`config.mk`:
```
export PLATFORM = sky130hd
export DESIGN_NAME = tmtw_front
export DESIGN_NICKNAME = d
export VERILOG_FILES = /design/src/design/tmtw_pkg.sv /design/src/design/tmtw_front.sv
export SDC_FILE = /design/constraint.sdc
export NUM_CORES = 1
export LEC_CHECK = 0
export BUFFER_PORTS_ARGS = -buffer_cell sky130_fd_sc_hd__buf_2
export CAP_MARGIN = 20
export CORE_UTILIZATION = 55
export DETAILED_ROUTE_END_ITERATION = 10
export PLACE_DENSITY = 0.83
export SLEW_MARGIN = 15
export SYNTH_ARGS = -nofsm -noshare
export SYNTH_HDL_FRONTEND = slang
export SYNTH_SLANG_ARGS = --single-unit
export TNS_END_PERCENT = 1
```
`constraint.sdc`:
```
create_clock -name aclk -period 3.3 [get_ports aclk]
set_input_delay 0.33 -clock aclk [delete_from_list [all_inputs] [get_ports aclk]]
set_output_delay 0.33 -clock aclk [all_outputs]
set_load 0.1 [all_outputs]
```
`src/design/tmtw_pkg.sv`:
```
`default_nettype none

package tmtw_pkg;

    localparam logic [1:0] CMD_PUT   = 2'd0;
    localparam logic [1:0] CMD_READ  = 2'd1;
    localparam logic [1:0] CMD_CLEAR = 2'd2;

    localparam logic [7:0] NEWLINE_CODE     = 8'h0A;
    localparam logic [7:0] SPACE_CODE       = 8'h20;
    localparam logic [7:0] TEXT_COLOR_RESET = 8'd15;

    localparam int QUEUE_DEPTH     = 2;
    localparam int QUEUE_PTR_W     = (QUEUE_DEPTH > 1) ? $clog2(QUEUE_DEPTH) : 1;
    localparam int QUEUE_CNT_W     = $clog2(QUEUE_DEPTH + 1);
    localparam int MAX_OUTSTANDING = QUEUE_DEPTH + 1;

    typedef enum logic [2:0] {
        OP_PUT,
        OP_NEWLINE,
        OP_READ,
        OP_CLEAR,
        OP_NONE
    } op_t;

    typedef struct packed {
        op_t         op;
        logic [7:0]  char_code;
        logic        last_of_string;
        logic [10:0] read_address;
    } entry_t;

    typedef enum logic [1:0] {
        ST_SWEEP,
        ST_IDLE,
        ST_READ
    } state_t;

endpackage

`default_nettype wire

```
`src/design/tmtw_front.sv`:
```
`default_nettype none

module tmtw_front
    import tmtw_pkg::*;
(
    input  wire         aclk,
    input  wire         aresetn,
    input  wire         s_valid,
    output logic        s_ready,
    input  wire  [1:0]  s_cmd,
    input  wire  [7:0]  s_char_code,
    input  wire         s_last_of_string,
    input  wire  [10:0] s_read_address,
    output logic        q_valid,
    input  wire         q_ready,
    output entry_t      q_data
);

    entry_t                 queue_reg [QUEUE_DEPTH];
    logic [QUEUE_PTR_W-1:0] wr_ptr_reg;
    logic [QUEUE_PTR_W-1:0] wr_ptr_next;
    logic [QUEUE_PTR_W-1:0] rd_ptr_reg;
    logic [QUEUE_PTR_W-1:0] rd_ptr_next;
    logic [QUEUE_CNT_W-1:0] count_reg;
    logic [QUEUE_CNT_W-1:0] count_next;
    logic                   push;
    logic                   pop;
    entry_t                 entry_in;

    localparam logic [QUEUE_PTR_W-1:0] LAST_PTR = QUEUE_PTR_W'(QUEUE_DEPTH - 1);
    localparam logic [QUEUE_CNT_W-1:0] FULL_CNT = QUEUE_CNT_W'(QUEUE_DEPTH);

    always_comb begin
        entry_in.char_code      = s_char_code;
        entry_in.last_of_string = s_last_of_string;
        entry_in.read_address   = s_read_address;
        unique case (s_cmd)
            CMD_PUT:   entry_in.op = (s_char_code == NEWLINE_CODE) ? OP_NEWLINE : OP_PUT;
            CMD_READ:  entry_in.op = OP_READ;
            CMD_CLEAR: entry_in.op = OP_CLEAR;
            default:   entry_in.op = OP_NONE;
        endcase
    end

    assign s_ready = (count_reg != FULL_CNT);
    assign q_valid = (count_reg != '0);
    assign q_data  = queue_reg[rd_ptr_reg];
    assign push    = s_valid && s_ready;
    assign pop     = q_valid && q_ready;

    always_comb begin
        wr_ptr_next = wr_ptr_reg;
        rd_ptr_next = rd_ptr_reg;
        count_next  = count_reg;
        if (push) begin
            wr_ptr_next = (wr_ptr_reg == LAST_PTR) ? '0 : wr_ptr_reg + 1'b1;
        end
        if (pop) begin
            rd_ptr_next = (rd_ptr_reg == LAST_PTR) ? '0 : rd_ptr_reg + 1'b1;
        end
        if (push && !pop) begin
            count_next = count_reg + 1'b1;
        end else if (pop && !push) begin
            count_next = count_reg - 1'b1;
        end
    end

    always_ff @(posedge aclk) begin
        if (!aresetn) begin
            wr_ptr_reg <= '0;
            rd_ptr_reg <= '0;
            count_reg  <= '0;
        end else begin
            wr_ptr_reg <= wr_ptr_next;
            rd_ptr_reg <= rd_ptr_next;
            count_reg  <= count_next;
        end
    end

    always_ff @(posedge aclk) begin
        if (push) begin
            queue_reg[wr_ptr_reg] <= entry_in;
        end
    end

endmodule

`default_nettype wire

```
Word-level counts from Yosys, hierarchy flattened
Memory sizes are Yosys's and may differ from the RTL's. A register that Yosys moved wholly into a read port is not among the register bits.
Cells that the tools add are included.
- div/mod/pow operators: 0
- reduce and logical (&&, ||, !) cells: 9
- equal/unequal tests: 4
- add/sub/neg operators: 4
- shift-type cells: 0
- bitwise operators: 0
- mux-type cells: 10
- $lt $le $gt $ge: 0
- multipliers: 0
- operator list (operator ; count):
    $pmux 3 s3 ; 1
    $eq 8x4->1 const B ; 1
    $mux 1 ; 7
    $logic_and 1x1->1 ; 4
    $mux 2 ; 2
    $reduce_bool 2->1 ; 2
    $add 1x1->1 const B ; 2
    $add 2x1->2 const B ; 1
    $eq 2x1->1 const B ; 1
    $eq 2x2->1 const B ; 1
    $logic_not 1->1 ; 2
    $logic_not 2->1 ; 1
    $ne 2x2->1 const B ; 1
    $sub 2x1->2 const B ; 1
- word-level logic and storage cells: 31
- memory bits (writable): 46
- input port bits: 26
- memory bits (read-only): 0
- memories kept: 1
- flip-flop bits (word level): 4
- output and inout bits: 25
- bits in latches: 0
- memories (name ; words ; bits a word ; rd ports ; clocked after memory_dff ; wr ports ; RTL line ; RTL):
    queue_reg ; 2 ; 23 ; 1 ; 1 ; 1 ; tmtw_front.sv:19 ; entry_t queue_reg [QUEUE_DEPTH];

Depth between registers and ports, before layout
Gate-level depths: netlist of the first run.
- word-level depth: 6
- depth in mapped cells: 6
- depth with buffers taken out: 6

Worst setup path after synthesis of the first run
Ideal clock, no wire load.
- kind: register to register
- start: register count_reg[0]
- end: memory queue_reg[1][0] (netlist name) (enable)
- period minus slack after synthesis: 1816 ps
- data required time: 2918 ps
- path buffers: 0
- setup slack: 1484 ps
- cell stages (with the launch flop): 3
- arrival: 1434 ps
- library setup time: 382 ps
- cell sequence: dfxtp_1 nand2b_4 and3_1
- longest elaborated chain between the ends: 4
- RTL lines (element ; RTL line ; RTL):
    from (decl) ; tmtw_front.sv:24 ; logic [QUEUE_CNT_W-1:0] count_reg;
    from (signal assigned) ; tmtw_front.sv:76 ; count_reg <= count_next;
    $ne 2x2->1 ; tmtw_front.sv:45 ; assign s_ready = (count_reg != FULL_CNT);
    net s_ready ; tmtw_front.sv:9 ; output logic s_ready,
    $logic_and 1x1->1 ; tmtw_front.sv:48 ; assign push = s_valid && s_ready;
    $mux 1 ; tmtw_front.sv:81 ; if (push) begin
    $mux 1 (not written as such) ; tmtw_front.sv:82 ; queue_reg[wr_ptr_reg] <= entry_in;
    to (decl) ; tmtw_front.sv:19 ;
The timed path passes the listed nets, and every way through them passes these cells.

==> flow_summary.json, run 1 <==
{
  "antenna_found_initial": 0,
  "die_area_um2": 3800,
  "die_height_um": 61.7,
  "crit_arrival_ns": 2.09,
  "core.rowCount": 21,
  "cp_slowest_stage_delay_ns": 1.00,
  "grt_pass1_vias": 973,
  "dp.cells": 197,
  "cts_tree": "done",
  "yosysWarnings": 0,
  "num_vias": 1043,
  "relSlewSlack": 0.293,
  "finish.utilization": 0.685,
  "cts_sinks": 51,
  "drive_above_1_share": 0.516,
  "clock_latency_ns": 0.35,
  "critPathSlowestCell": "dfxtp_1",
  "post-cts-setup-buffers": 0,
  "root_buffer": "clkbuf_4",
  "crit_path_start_kind": "flop",
  "status": "completed",
  "syn_area_per_cell_um2": 19.0,
  "slew_violations": 0,
  "fin_nets": 187,
  "finalWirelength_um": 2890,
  "die_width_um": 61.7,
  "layout_common_cells": "50 x buf_2, 46 x edfxtp_1, 23 x mux2_2",
  "worst-setup-path-type": "reg2out",
  "netlist_instances": 103,
  "final_common_cell": "buf_2",
  "rsz0062_at_grt": "no",
  "initial_utilization": 0.582,
  "postSynthRegisterBits": 51,
  "synth_area_um2": 1960,
  "htree_num_levels": 2,
  "numCtsBuffers": 5,
  "hp-class": "in2reg",
  "grt_util_all_layers": 0.168,
  "stdcell_count": 205,
  "gp_congestion": 0.663,
  "clk_path_buf_depth": 2,
  "syn_nets": 132,
  "ys_types": 21,
  "syn_to_final_growth_pct": 17.8,
  "hold_viol": 0,
  "crit_chain": "mux2_2 > buf_2",
  "wl_per_cell_um": 14.1,
  "grt_max_degree": 24,
  "finalSetupViolations": 0,
  "grt_pass1_wl_um": 4130,
  "detail-route-antenna-nets": 0,
  "cp_max_fo": 23,
  "core_um2": 3360,
  "finClkSkew_ns": 0.00662,
  "period_share": 0.734,
  "first_iter_violations": 39,
  "first_pass_iters": 4,
  "ios": 51,
  "via_per_inst": 5.09,
  "synth_seq_area_share": 0.757,
  "clk_pin_slew_ns": 0.12,
  "cp_data_required_time_ns": 2.97,
  "max_freq_mhz": 413,
  "overflow": 0,
  "tightest_slew_ns": 1.06,
  "largest_reg_flops": 46,
  "end_kind": "output port",
  "period_minus_slack_ns": 2.42,
  "post_cts_resized": 0,
  "diodes": 0,
  "hold_buffers": 0,
  "drc": 0,
  "io_buffers": 50,
  "drv_cap": 0,
  "finalSetupTns_ns": 0,
  "dpl.hpwl_um": 1970
}
==> layer usage <==
metal | vias to the layer above | track usage | share of wire
met1 | 496 | 0.170 | 0.37
met2 | 39 | 0.281 | 0.53
li1 | 501 | - | -
met5 | - | 0 | 0
met4 | 0 | 0.108 | 0.028
met3 | 7 | 0.0735 | 0.072
==> stage by stage <==
stage	worst slack, ns	area [µm²]	hold WS (ns)
2_1_floorplan	1.48	1960	0.429
3_3_place_gp	1.27	2250	0.520
3_5_place_dp	1.23	2250	0.524
4_1_cts	0.825	2300	0.142
5_1_grt	0.746	2300	0.127
6_report	0.879	2300	0.159
==> layout make-up <==
type                    count  area, µm²
flip-flops and latches     51       1480
fillers                   255       1060
multi-input cells          47        454
repair buffers             50        250
well taps                  46       57.6
clock buffers               7       45.0
inverters                   3       11.3
clock inverters             1       5.00
==> synthesized netlist by cell type (all sizes together) <==
library cell | n | area [µm²]
edfxtp | 46 | 1380
mux2 | 23 | 259
dfxtp | 5 | 100
and2 | 4 | 25.0
ha | 3 | 37.5
inv | 3 | 11.3
o21ai | 3 | 15.0
a21boi | 2 | 15.0
buf | 2 | 10.0
nor4b | 2 | 17.5
xnor2 | 2 | 17.5
a21bo | 1 | 10.0
and3 | 1 | 6.26
nand2b | 1 | 13.8
nand3b | 1 | 7.51
nand4b | 1 | 8.76
or2 | 1 | 6.26
or3 | 1 | 6.26
xor2 | 1 | 8.76
==> worst max-delay path, delay by kind of cell, from the launching register on <==
family	cells	cell delay, ns
flops	1	1.00
buf+inv	1	0.42
mux	1	0.33
==> cell families (layout without fill, tap and decap cells) <==
kind of cell / Yosys count / in the layout / synth area share
multiplexers: 23 / 23 / 0.132
buffers and inverters: 5 / 61 / 0.0109
AO/OA/AOI/OAI: 6 / 6 / 0.0205
AND/OR/NAND/NOR: 12 / 12 / 0.0467
XOR/XNOR: 3 / 3 / 0.0134
flip-flops: 51 / 51 / 0.757
adder cells (fa/ha/maj): 3 / 3 / 0.0192
==> worst paths after layout <==
path,start,endpoint,slack (ns),cells past startpoint
setup / recovery,flop,q_data[22],0.88,2
setup reg to reg,count_reg[0],queue_reg[1][0],1.45,2
hold reg to reg,count_reg[1],count_reg[1],0.57,2
hold / removal,s_read_address[4],queue_reg[0][4],0.16,1
Power of run 1 is left out: the tool's default activity adds up to more than one toggle a clock period on the data nets, which glitch-free logic cannot reach.
==> run 2, diff against run 1 <==
Settings changed: CORE_UTILIZATION 55 to 46, PLACE_DENSITY 0.83 to 0.74.
Clock period 3.3 ns to 2.2 ns, I/O delays scaled along.
==> flow_summary.json, run 2 (same netlist as run 1, synthesis figures left out) <==
{
  "status": "completed",
  "clk_path_buf_depth": 2,
  "ir_worst_vdd_v": 0.000859,
  "relSlewSlack": 0.680,
  "num_vias": 1069,
  "slew_violations": 0,
  "fin_nets": 191,
  "num-fill-cells": 289,
  "drv_cap": 0,
  "htree_num_levels": 2,
  "die_area_um2": 4520,
  "power.density_nw_per_um2": 1480,
  "cp_slowest_stage_delay_ns": 0.39,
  "multi_input_area_um2": 454,
  "worst-setup-path-type": "reg2out",
  "root_buffer": "clkbuf_8",
  "core_um2": 4030,
  "via_per_inst": 5.02,
  "critPathSlowestCell": "mux2_2",
  "grt_util_all_layers": 0.158,
  "drive_above_1_share": 0.540,
  "rsz0062_at_grt": "no",
  "p_leak_nw": 1.03,
  "stdcell_count": 213,
  "finClkSkew_ns": 0.00566,
  "cp_max_fo": 13,
  "antenna_found_initial": 0,
  "hold_viol": 0,
  "numCtsBuffers": 5,
  "worst-path-buf-inv": 2,
  "grt_pass1_vias": 1027,
  "final_common_cell": "edfxtp_1",
  "syn_to_final_growth_pct": 39.2,
  "first_pass_iters": 4,
  "die_height_um": 67.2,
  "seq_area_um2": 1480,
  "dpl.hpwl_um": 2280,
  "overflow": 0,
  "initial_utilization": 0.486,
  "first_iter_violations": 46,
  "crit_path_start_kind": "flop",
  "cp_data_required_time_ns": 1.98,
  "hp-class": "in2reg",
  "gp_congestion": 0.718,
  "finalSetupViolations": 0,
  "cts_sinks": 51,
  "post_cts_resized": 0,
  "period_minus_slack_ns": 1.63,
  "core.rowCount": 23,
  "dp.cells": 205,
  "die_width_um": 67.2,
  "finalSetupTns_ns": 0,
  "clock_latency_ns": 0.30,
  "cts_tree": "done",
  "crit_chain": "buf_4 > mux2_2 > buf_12",
  "detail-route-antenna-nets": 0,
  "drc": 0,
  "crit_arrival_ns": 1.41,
  "layout_common_cells": "46 x edfxtp_1, 27 x buf_2, 23 x mux2_2, 23 x buf_12",
  "tightest_slew_ns": 0.484,
  "largest_reg_flops": 46,
  "grt_max_degree": 24,
  "clk_pin_slew_ns": 0.09,
  "wl_per_cell_um": 14.8,
  "grt_pass1_wl_um": 4930,
  "post-cts-setup-buffers": 0,
  "hold_buffers": 0,
  "finalWirelength_um": 3160,
  "critPathTopFamily": "multiplexers",
  "period_share": 0.740,
  "ios": 51,
  "max_freq_mhz": 614,
  "end_kind": "output port",
  "io_buffers": 50,
  "diodes": 0,
  "finish.utilization": 0.676
}
[run 2: changes by cell type in the layout (fill, tap and decap cells not counted), moves of 4 or more]
| cell | change |
|---|---|
| clkbuf_8 | +5 |
| buf_2 | -23 |
| buf_4 | +4 |
| clkbuf_4 | -5 |
| buf_12 | +23 |
[run 2: path summary, 6_finish.rpt]
path                endpoint  slack [ns]  cells past startpoint         startpoint
min          queue_reg[1][7]        0.11                      1  s_read_address[7]
max reg2reg     count_reg[1]        0.62                      5       count_reg[0]
max               q_data[13]        0.57                      3               flop
min reg2reg     count_reg[1]        0.56                      2       count_reg[1]
[run 2: per-stage QoR]
stage                     worst slack (ns)  hold slack, ns  instance area (µm²)  power, W
after global routing                 0.505          0.0866                 2720   0.00418
after CTS                            0.549          0.0986                 2720   0.00407
after global placement               0.708           0.409                 2640   0.00352
after detailed placement             0.627           0.412                 2640   0.00356
final                                0.572           0.108                 2720   0.00403
after floorplan                      0.384           0.319                 1960   0.00279
[run 2: power by group]
| part | internal, W | switching (W) |
|---|---|---|
| clock | 0.000221 | 0.000289 |
| sequential | 0.00122 | 0.0000509 |
| combinational | 0.000780 | 0.00147 |
[run 2: layout make-up]
type / count / share of cell area
multi-input combinational: 47 / 0.167
clock buffer: 5 / 0.0253
tap: 50 / 0.0230
inverter: 3 / 0.00413
timing repair buffer: 54 / 0.230
sequential: 51 / 0.544
clock inverter: 3 / 0.00735
[run 2: layer usage]
metal  global-route usage  share of wire  vias to the layer above
li1                     -              -                      512
met1                0.189           0.42                      515
met2                0.255           0.52                       36
met3               0.0557          0.054                        6
met4               0.0691          0.013                        0
met5                    0              0                        -
Note: power is estimated with default switching activity, not from simulation.
==> run 3, diff against run 2 <==
Settings changed: CORE_UTILIZATION 46 to 51, PLACE_DENSITY 0.74 to 0.77.
Clock period 2.2 ns to 1.7 ns, I/O delays scaled along.
==> flow_summary.json, run 3 (same netlist as run 1, synthesis figures left out) <==
{
  "syn_to_final_growth_pct": 39.8,
  "via_per_inst": 5.04,
  "finClkSkew_ns": 0.00369,
  "post-route-cell-area_um2": 2740,
  "fin_nets": 192,
  "root_buffer": "clkbuf_8",
  "cp_max_fo": 5,
  "overflow": 0,
  "crit_path_start_kind": "flop",
  "max_freq_mhz": 607,
  "period_minus_slack_ns": 1.65,
  "r2r_cells": 5,
  "hold_depth": 1,
  "layout_common_cells": "46 x edfxtp_1, 27 x buf_2, 24 x buf_12",
  "gp_congestion": 0.648,
  "ff2ff_setup_slack_ns": 0.05,
  "place_worst_setup_slack_ns": 0.0985,
  "post-cts-setup-buffers": 0,
  "grt_util_all_layers": 0.168,
  "slew_violations": 0,
  "first_pass_iters": 3,
  "largest_reg_flops": 46,
  "grt_pass1_wl_um": 4860,
  "core.rowCount": 22,
  "detail-route-antenna-nets": 0,
  "initial_utilization": 0.535,
  "post_cts_resized": 0,
  "seq_area_um2": 1480,
  "tightest_slew_ns": 0.485,
  "die_height_um": 63.9,
  "numCtsBuffers": 5,
  "post_dp_cell_area_um2": 2650,
  "crit_arrival_ns": 1.88,
  "worst-setup-path-type": "reg2reg",
  "finalWirelength_um": 3100,
  "clk_pin_slew_ns": 0.08,
  "core_um2": 3660,
  "num_vias": 1069,
  "period_share": 0.969,
  "ios": 51,
  "status": "completed",
  "die_area_um2": 4090,
  "rsz0062_at_grt": "no",
  "finalSetupViolations": 0,
  "htree_num_levels": 2,
  "hold_buffers": 0,
  "finalSetupTns_ns": 0,
  "finalWorstSetupSlack_ns": 0.0532,
  "wl_per_cell_um": 14.6,
  "timing.hold.ws_ns": 0.0569,
  "dpl.hpwl_um": 2330,
  "cp_data_required_time_ns": 1.93,
  "diodes": 0,
  "die_width_um": 63.9,
  "cts_sinks": 51,
  "final_common_cell": "edfxtp_1",
  "first_iter_violations": 24,
  "grt_pass1_vias": 1078,
  "num-fill-cells": 237,
  "multi_input_area_um2": 455,
  "drv_cap": 0,
  "clk_path_buf_depth": 2,
  "drive_above_1_share": 0.537,
  "clock_latency_ns": 0.30,
  "relSlewSlack": 0.679,
  "cts_tree": "done",
  "drc": 0,
  "io_buffers": 50,
  "antenna_found_initial": 0,
  "grt_max_degree": 24,
  "hp-class": "in2reg",
  "hold_viol": 0,
  "end_kind": "flop"
}
## run 3: cell count changes in the layout (fill, tap and decap cells not counted), sizes merged
| cell | delta |
|---|---|
| buf | +1 |
| clkbuf | +2 |
| clkinvlp | -2 |
## run 3: worst paths after layout
path	startpoint	to
max	count_reg[0]	count_reg[1]
min	s_read_address[0]	queue_reg[1][0]
max reg2reg	count_reg[0]	count_reg[1]
min reg2reg	count_reg[1]	count_reg[1]
## run 3: layer usage
layer,vias to the layer above,track usage,routed length (µm)
met5,-,0,0
met4,0,0.0682,57
met3,7,0.0554,122
met2,26,0.299,1700
met1,525,0.181,1220
li1,511,-,-
## run 3: per-stage QoR
stage           util  std cells
6_report       0.747        212
2_1_floorplan      -        103
3_3_place_gp   0.725        204
5_1_grt        0.747        212
4_1_cts        0.747        212
3_5_place_dp   0.725        204
## run 3: cell type report
class / instances / area share
Tap cell: 48 / 0.0220
Multi-Input combinational cell: 47 / 0.167
Sequential cell: 51 / 0.542
Clock inverter: 1 / 0.00183
Inverter: 3 / 0.00412
Clock buffer: 7 / 0.0279
Timing Repair Buffer: 55 / 0.236
## run 3: worst max-delay path: stages, from the launching register on
cell and delay (ns):
dfxtp_1 0.37, nand2b_4 0.18, and2_1 0.17, ha_1 0.34, or3_1 0.36, a21boi_1 0.15
Power of run 3 is left out for the same reason.
